`src/rtl/mvfb_pkg.sv`:
```
package mvfb_pkg;

  localparam logic [7:0]  MAGIC_BYTE = 8'hFE;
  localparam logic [15:0] CRC_INIT   = 16'hFFFF;
  localparam int unsigned MAX_BYTES  = 9;
  localparam int unsigned CNT_W      = $clog2(MAX_BYTES + 1);

  localparam logic REG_SYSTEM_ID    = 1'b0;
  localparam logic REG_COMPONENT_ID = 1'b1;

  typedef struct packed {
    logic [7:0] payload_byte;
    logic       is_first;
    logic [7:0] msg_len;
    logic [7:0] msg_id;
    logic [7:0] crc_extra;
  } in_item_t;

  typedef struct packed {
    logic [7:0] frame_byte;
    logic       frame_end;
  } out_item_t;

  function automatic logic [15:0] crc_feed(input logic [15:0] crc, input logic [7:0] b);
    logic [7:0] t;
    t = b ^ crc[7:0];
    t = t ^ {t[3:0], 4'h0};
    return {8'h00, crc[15:8]} ^ {t, 8'h00} ^ {5'b00000, t, 3'b000} ^ {12'h000, t[7:4]};
  endfunction

endpackage

```
`src/rtl/mavlink_v1_frame_builder.sv`:
```
// The first result byte of an accepted item appears in the cycle after it is accepted.
// Each item yields 0, 1, 3, 7 or 9 bytes, sent one per cycle from a result buffer while out_stall is low.
// Throughput: one item per cycle while items yield one byte; the input stalls
// while the result buffer holds more than one byte, or one byte that is stalled.
// Reset (rst_n, synchronous, active low): system and component id 1, sequence 0,
// CRC 0xFFFF, no frame open, result buffer empty.
module mavlink_v1_frame_builder
  import mvfb_pkg::*;
(
  input  logic       clk,
  input  logic       rst_n,
  input  logic       in_valid,
  output logic       in_stall,
  input  in_item_t   in_item,
  output logic       out_valid,
  input  logic       out_stall,
  output out_item_t  out_item,
  input  logic       cfg_we,
  input  logic       cfg_index,
  input  logic [7:0] cfg_data
);

  logic [7:0]       sys_id_r, comp_id_r;
  logic [7:0]       seq_r, seq_nxt;
  logic [15:0]      crc_r, crc_nxt;
  logic [7:0]       rem_r, rem_nxt;
  logic [7:0]       extra_r, extra_nxt;
  logic [CNT_W-1:0] cnt_r, cnt_nxt;
  out_item_t        buf_r   [MAX_BYTES];
  out_item_t        buf_nxt [MAX_BYTES];
  out_item_t        ld      [MAX_BYTES];
  logic [CNT_W-1:0] ld_cnt;

  logic        in_acc, out_take;
  logic [15:0] c1, c2, c3, c4, c5, c6, c7;
  logic [7:0]  rem_base, rem_after, extra_use;
  logic        done;

  assign out_valid = (cnt_r != '0);
  assign out_item  = buf_r[0];
  assign out_take  = out_valid && !out_stall;
  assign in_stall  = (cnt_r > CNT_W'(1)) || ((cnt_r == CNT_W'(1)) && out_stall);
  assign in_acc    = in_valid && !in_stall;

  assign c1 = crc_feed(CRC_INIT, in_item.msg_len);
  assign c2 = crc_feed(c1, seq_r);
  assign c3 = crc_feed(c2, sys_id_r);
  assign c4 = crc_feed(c3, comp_id_r);
  assign c5 = in_item.is_first ? crc_feed(c4, in_item.msg_id) : crc_r;
  assign c6 = crc_feed(c5, in_item.payload_byte);
  assign extra_use = in_item.is_first ? in_item.crc_extra : extra_r;
  assign c7 = crc_feed(c6, extra_use);

  assign rem_base  = in_item.is_first ? ((in_item.msg_len == 8'd0) ? 8'd1 : in_item.msg_len)
                                      : rem_r;
  assign rem_after = rem_base - 8'd1;
  assign done      = (rem_after == 8'd0);

  always_comb begin
    for (int i = 0; i < MAX_BYTES; i++) begin
      ld[i] = '0;
    end
    ld_cnt    = '0;
    seq_nxt   = seq_r;
    crc_nxt   = crc_r;
    rem_nxt   = rem_r;
    extra_nxt = extra_r;
    priority if (in_item.is_first) begin
      ld[0] = '{frame_byte: MAGIC_BYTE, frame_end: 1'b0};
      ld[1] = '{frame_byte: in_item.msg_len, frame_end: 1'b0};
      ld[2] = '{frame_byte: seq_r, frame_end: 1'b0};
      ld[3] = '{frame_byte: sys_id_r, frame_end: 1'b0};
      ld[4] = '{frame_byte: comp_id_r, frame_end: 1'b0};
      ld[5] = '{frame_byte: in_item.msg_id, frame_end: 1'b0};
      ld[6] = '{frame_byte: in_item.payload_byte, frame_end: 1'b0};
      ld[7] = '{frame_byte: c7[7:0], frame_end: 1'b0};
      ld[8] = '{frame_byte: c7[15:8], frame_end: 1'b1};
      ld_cnt    = done ? CNT_W'(9) : CNT_W'(7);
      seq_nxt   = seq_r + 8'd1;
      extra_nxt = in_item.crc_extra;
      crc_nxt   = done ? c7 : c6;
      rem_nxt   = rem_after;
    end else if (rem_r != 8'd0) begin
      ld[0] = '{frame_byte: in_item.payload_byte, frame_end: 1'b0};
      ld[1] = '{frame_byte: c7[7:0], frame_end: 1'b0};
      ld[2] = '{frame_byte: c7[15:8], frame_end: 1'b1};
      ld_cnt  = done ? CNT_W'(3) : CNT_W'(1);
      crc_nxt = done ? c7 : c6;
      rem_nxt = rem_after;
    end else begin
      ld_cnt = '0;
    end
  end

  always_comb begin
    for (int i = 0; i < MAX_BYTES; i++) begin
      buf_nxt[i] = buf_r[i];
    end
    cnt_nxt = cnt_r;
    priority if (in_acc) begin
      for (int i = 0; i < MAX_BYTES; i++) begin
        buf_nxt[i] = ld[i];
      end
      cnt_nxt = ld_cnt;
    end else if (out_take) begin
      for (int i = 0; i < MAX_BYTES - 1; i++) begin
        buf_nxt[i] = buf_r[i+1];
      end
      cnt_nxt = cnt_r - CNT_W'(1);
    end
  end

  always_ff @(posedge clk) begin
    if (!rst_n) begin
      sys_id_r  <= 8'd1;
      comp_id_r <= 8'd1;
      seq_r     <= 8'd0;
      crc_r     <= CRC_INIT;
      rem_r     <= 8'd0;
      extra_r   <= 8'd0;
      cnt_r     <= '0;
    end else begin
      if (cfg_we) begin
        unique case (cfg_index)
          REG_SYSTEM_ID:    sys_id_r  <= cfg_data;
          REG_COMPONENT_ID: comp_id_r <= cfg_data;
          default:          sys_id_r  <= sys_id_r;
        endcase
      end
      if (in_acc) begin
        seq_r   <= seq_nxt;
        crc_r   <= crc_nxt;
        rem_r   <= rem_nxt;
        extra_r <= extra_nxt;
      end
      cnt_r <= cnt_nxt;
    end
  end

  always_ff @(posedge clk) begin
    for (int i = 0; i < MAX_BYTES; i++) begin
      buf_r[i] <= buf_nxt[i];
    end
  end

  a_cnt_bound: assert property (@(posedge clk) disable iff (!rst_n)
    cnt_r <= CNT_W'(MAX_BYTES))
    else $error("result buffer count out of range");

  a_end_last: assert property (@(posedge clk) disable iff (!rst_n)
    out_valid && out_item.frame_end |-> cnt_r == CNT_W'(1))
    else $error("frame end not on last buffered byte");

  a_magic_first: assert property (@(posedge clk) disable iff (!rst_n)
    in_acc && in_item.is_first |=> out_valid && out_item.frame_byte == MAGIC_BYTE)
    else $error("frame does not open with magic byte");

  a_drain: assert property (@(posedge clk) disable iff (!rst_n)
    out_take && !in_acc |=> cnt_r == $past(cnt_r) - CNT_W'(1))
    else $error("result buffer did not advance");

endmodule
```
`config.mk`:
```
export PLATFORM = sky130hd
export DESIGN_NAME = mavlink_v1_frame_builder
export DESIGN_NICKNAME = d
export VERILOG_FILES = /design/src/rtl/mvfb_pkg.sv /design/src/rtl/mavlink_v1_frame_builder.sv
export SDC_FILE = /design/constraint.sdc
export NUM_CORES = 1
export LEC_CHECK = 0
export BUFFER_PORTS_ARGS = -buffer_cell sky130_fd_sc_hd__clkbuf_2
export CORE_AREA = 2 2 131 133
export DETAILED_ROUTE_END_ITERATION = 10
export DIE_AREA = 0 0 133 135
export MAX_ROUTING_LAYER = met4
export PLACE_DENSITY_LB_ADDON = 0.05
export SYNTH_ARGS = -nofsm -noshare
export SYNTH_HDL_FRONTEND = slang
export SYNTH_SLANG_ARGS = --single-unit
```
`constraint.sdc`:
```
create_clock -name clk -period 8.5 [get_ports clk]
set_input_delay 0.85 -clock clk [delete_from_list [all_inputs] [get_ports clk]]
set_output_delay 0.85 -clock clk [all_outputs]
set_load 0.005 [all_outputs]
```
==> flow_metrics.env <==
export IMPL_drv_slew=0
export IMPL_final_instance_count_excl_fill=1114
export IMPL_viasPerCell=6.00
export IMPL_die_h_um=135
export IMPL_io_pin_count=58
export IMPL_hold_viol=0
export IMPL_setup_tns_ns=0
export IMPL_post_synth_cell_area_avg_um2=10.4
export IMPL_io_buffers=57
export IMPL_maxCapViolCount=0
export IMPL_cts_buffer_depth=2
export IMPL_root_buffer="clkbuf_16"
export IMPL_place_inst=1082
export IMPL_post_cts_buffers=0
export IMPL_cts_buffers=17
export IMPL_synth_edff_count=74
export IMPL_worst_pin_slew_ns=1.16
export IMPL_drtPass1Iterations=7
export IMPL_holdWs_ns=0.453
export IMPL_path_class="reg -> reg"
export IMPL_rrSetupSlack_ns=3.48
export IMPL_dieArea_um2=18000
export IMPL_status="finished, final reports clean"
export IMPL_cp_start_kind="flop"
export IMPL_coreArea_um2=16400
export IMPL_skew_ns=0.0210
export IMPL_place_hpwl_mm=17.6
export IMPL_final_antenna_net_count=0
export IMPL_cts_tree="built"
export IMPL_first_iter_violations=736
export IMPL_worstHoldPathType="reg -> reg"
export IMPL_fin_crit_sh=0.591
export IMPL_yosysWarnings=0
export IMPL_synth_ff_type="edfxtp_1"
export IMPL_ys_seq_area_frac=0.397
export IMPL_antenna_found_initial=0
export IMPL_grt_pass1_vias=6541
export IMPL_totalWireLength_mm=25.0
export IMPL_drc=0
export IMPL_drive_above_1_share=0.150
export IMPL_grt_setup_unrepaired="false"
export IMPL_grt_ovfl_total=0
export IMPL_grt_max_degree=66
export IMPL_async_reset_ff_frac=0
export IMPL_setup_viol_count_final=0
export IMPL_gr_usage_all_layers=0.293
export IMPL_post_route_min_period_ns=5.02
export IMPL_syn_num_nets=916
export IMPL_grt_pass1_wl_mm=38.2
export IMPL_holdBufCountCts=0
export IMPL_fmax_mhz=199
export IMPL_relSlewSlack=0.223
export IMPL_place_congestion=0.948
export IMPL_dr_total_vias=6680
export IMPL_cts_sinks=141
export IMPL_cts_resized=0
export IMPL_clock_latency_ns=0.43
export IMPL_syn_area_um2=8970
export IMPL_h_tree_depth=4
export IMPL_critPathRequiredTime_ns=8.68
export IMPL_synth_cells=864
export IMPL_start_util=0.547
export IMPL_critPathMaxFanout=10
export IMPL_num_rows=47
export IMPL_diodes=0
export IMPL_critPathArrivalTime_ns=5.20
export IMPL_syn2layout_area_growth_pct=10.1
export IMPL_routedWlPerCell_um=22.4
export IMPL_critPathCaptureType="flop"
export IMPL_fin_nets=933
export IMPL_clkTransAtPathRegs_ns=0.06
export IMPL_ys_ff_latch=141
export IMPL_die_x_um=133
export IMPL_ys_types=65
## cell usage after synthesis (4+ instances only)
master	instances	area, um^2
buf_4	12	90.1
and3_1	4	25.0
nor3_1	18	90.1
xnor3_1	21	473
xor2_1	40	350
xnor3_2	8	190
xnor2_1	102	893
dfxtp_1	67	1340
a222oi_1	4	40.0
a21boi_0	26	195
nor2b_1	4	25.0
edfxtp_1	74	2220
mux2_2	4	45.0
nand2b_1	5	31.3
buf_2	8	40.0
nand2_1	104	390
o211ai_1	16	120
a31oi_1	4	25.0
o21ai_1	8	40.0
nand3b_1	5	37.5
a221o_1	8	80.1
mux2i_1	15	150
a22o_1	33	289
and2_1	16	100
xor3_1	6	143
nand3_1	20	100
a21oi_1	35	175
clkbuf_1	42	158
xnor2_2	10	163
nor3b_1	5	37.5
a22oi_1	10	75.1
inv_1	12	45.0
o21ai_0	28	140
nor2_1	39	146
ha_1	5	62.6
nor4_1	5	31.3
## state kept, by name (all words and copies together) (netlist names)
| signal | flops |
|---|---|
| buf_r | 81 |
| crc_r | 16 |
| comp_id_r | 8 |
| extra_r | 8 |
| rem_r | 8 |
| seq_r | 8 |
| sys_id_r | 8 |
| cnt_r | 4 |
## final cells by class
| type | instances | area [um^2] |
|---|---|---|
| fillers | 1360 | 6530 |
| multi-input cells | 642 | 5050 |
| flip-flops and latches | 141 | 3560 |
| clock buffers | 21 | 450 |
| repair buffers | 66 | 353 |
| well taps | 220 | 275 |
| clock inverters | 11 | 134 |
| inverters | 13 | 48.8 |
## worst max-delay path: stages (launching register included)
cell and delay [ns]:
dfxtp_1 0.60, xnor3_2 0.54, xor2_1 0.33, xor2_1 0.32, xnor3_2 0.52, and3_1 0.19, a2111oi_0 0.35, nand3_1 0.23
xor2_1 0.21, xnor2_2 0.35, xnor3_2 0.53, xnor2_1 0.24, a221o_1 0.36
## cell families (layout without fill, tap and decap cells)
| logic type | after synthesis | after routing | synth area share |
|---|---|---|---|
| buffers and inverters | 81 | 111 | 0.0425 |
| DFF | 141 | 141 | 0.397 |
| and+or+nand+nor | 234 | 234 | 0.121 |
| xor gates and xnor gates | 192 | 192 | 0.258 |
| muxes | 20 | 20 | 0.0233 |
| adders and majority gates | 5 | 5 | 0.00697 |
| AOI/OAI and AO/OA | 191 | 191 | 0.151 |
## path summary, 6_finish.rpt
kind,from,end,cells after the start
worst max-delay path,seq_r[1],buf_r[0][21],12
worst min-delay path,buf_r[0][54],buf_r[0][45],2
worst max register to register,seq_r[1],buf_r[0][21],12
worst min register to register,buf_r[0][54],buf_r[0][45],2
## metrics by stage
stage | cell area, um^2 | util | setup slack, ns
floorplan | 8970 | - | 3.83
global placement | 9290 | 0.566 | 3.20
detailed placement | 9290 | 0.566 | 3.16
CTS | 9870 | 0.602 | 3.53
global route | 9870 | 0.602 | 3.25
finish | 9870 | 0.602 | 3.48
## layer usage
layer | vias up | wire [um] | part of all wire | global-route usage
met3 | 39 | 1550 | 0.062 | 0.0499
met4 | 0 | 758 | 0.030 | 0.121
met5 | - | 0 | 0 | -
met1 | 3254 | 10400 | 0.42 | 0.363
li1 | 3096 | - | - | -
met2 | 291 | 12300 | 0.49 | 0.479
## placed cells by master, fill, tap and decap left out, types with 5 or more instances in the layout
master	instances
nand2_1	103
xnor2_1	102
edfxtp_1	74
dfxtp_1	67
clkbuf_2	57
xor2_1	40
nor2_1	37
a21oi_1	35
a22o_1	33
o21ai_0	28
a21boi_0	26
xnor3_1	21
nand3_1	20
nor3_1	18
clkbuf_16	17
o211ai_1	16
and2_1	16
mux2i_1	15
inv_1	12
xnor2_2	10
a22oi_1	10
buf_4	9
a221o_1	8
xnor3_2	8
o21ai_1	8
xor3_1	6
nand2b_1	5
nand3b_1	5
nor3b_1	5
ha_1	5
Power is left out: the tool's default activity adds up to more than one toggle a clock period on the data nets, which glitch-free logic cannot reach.
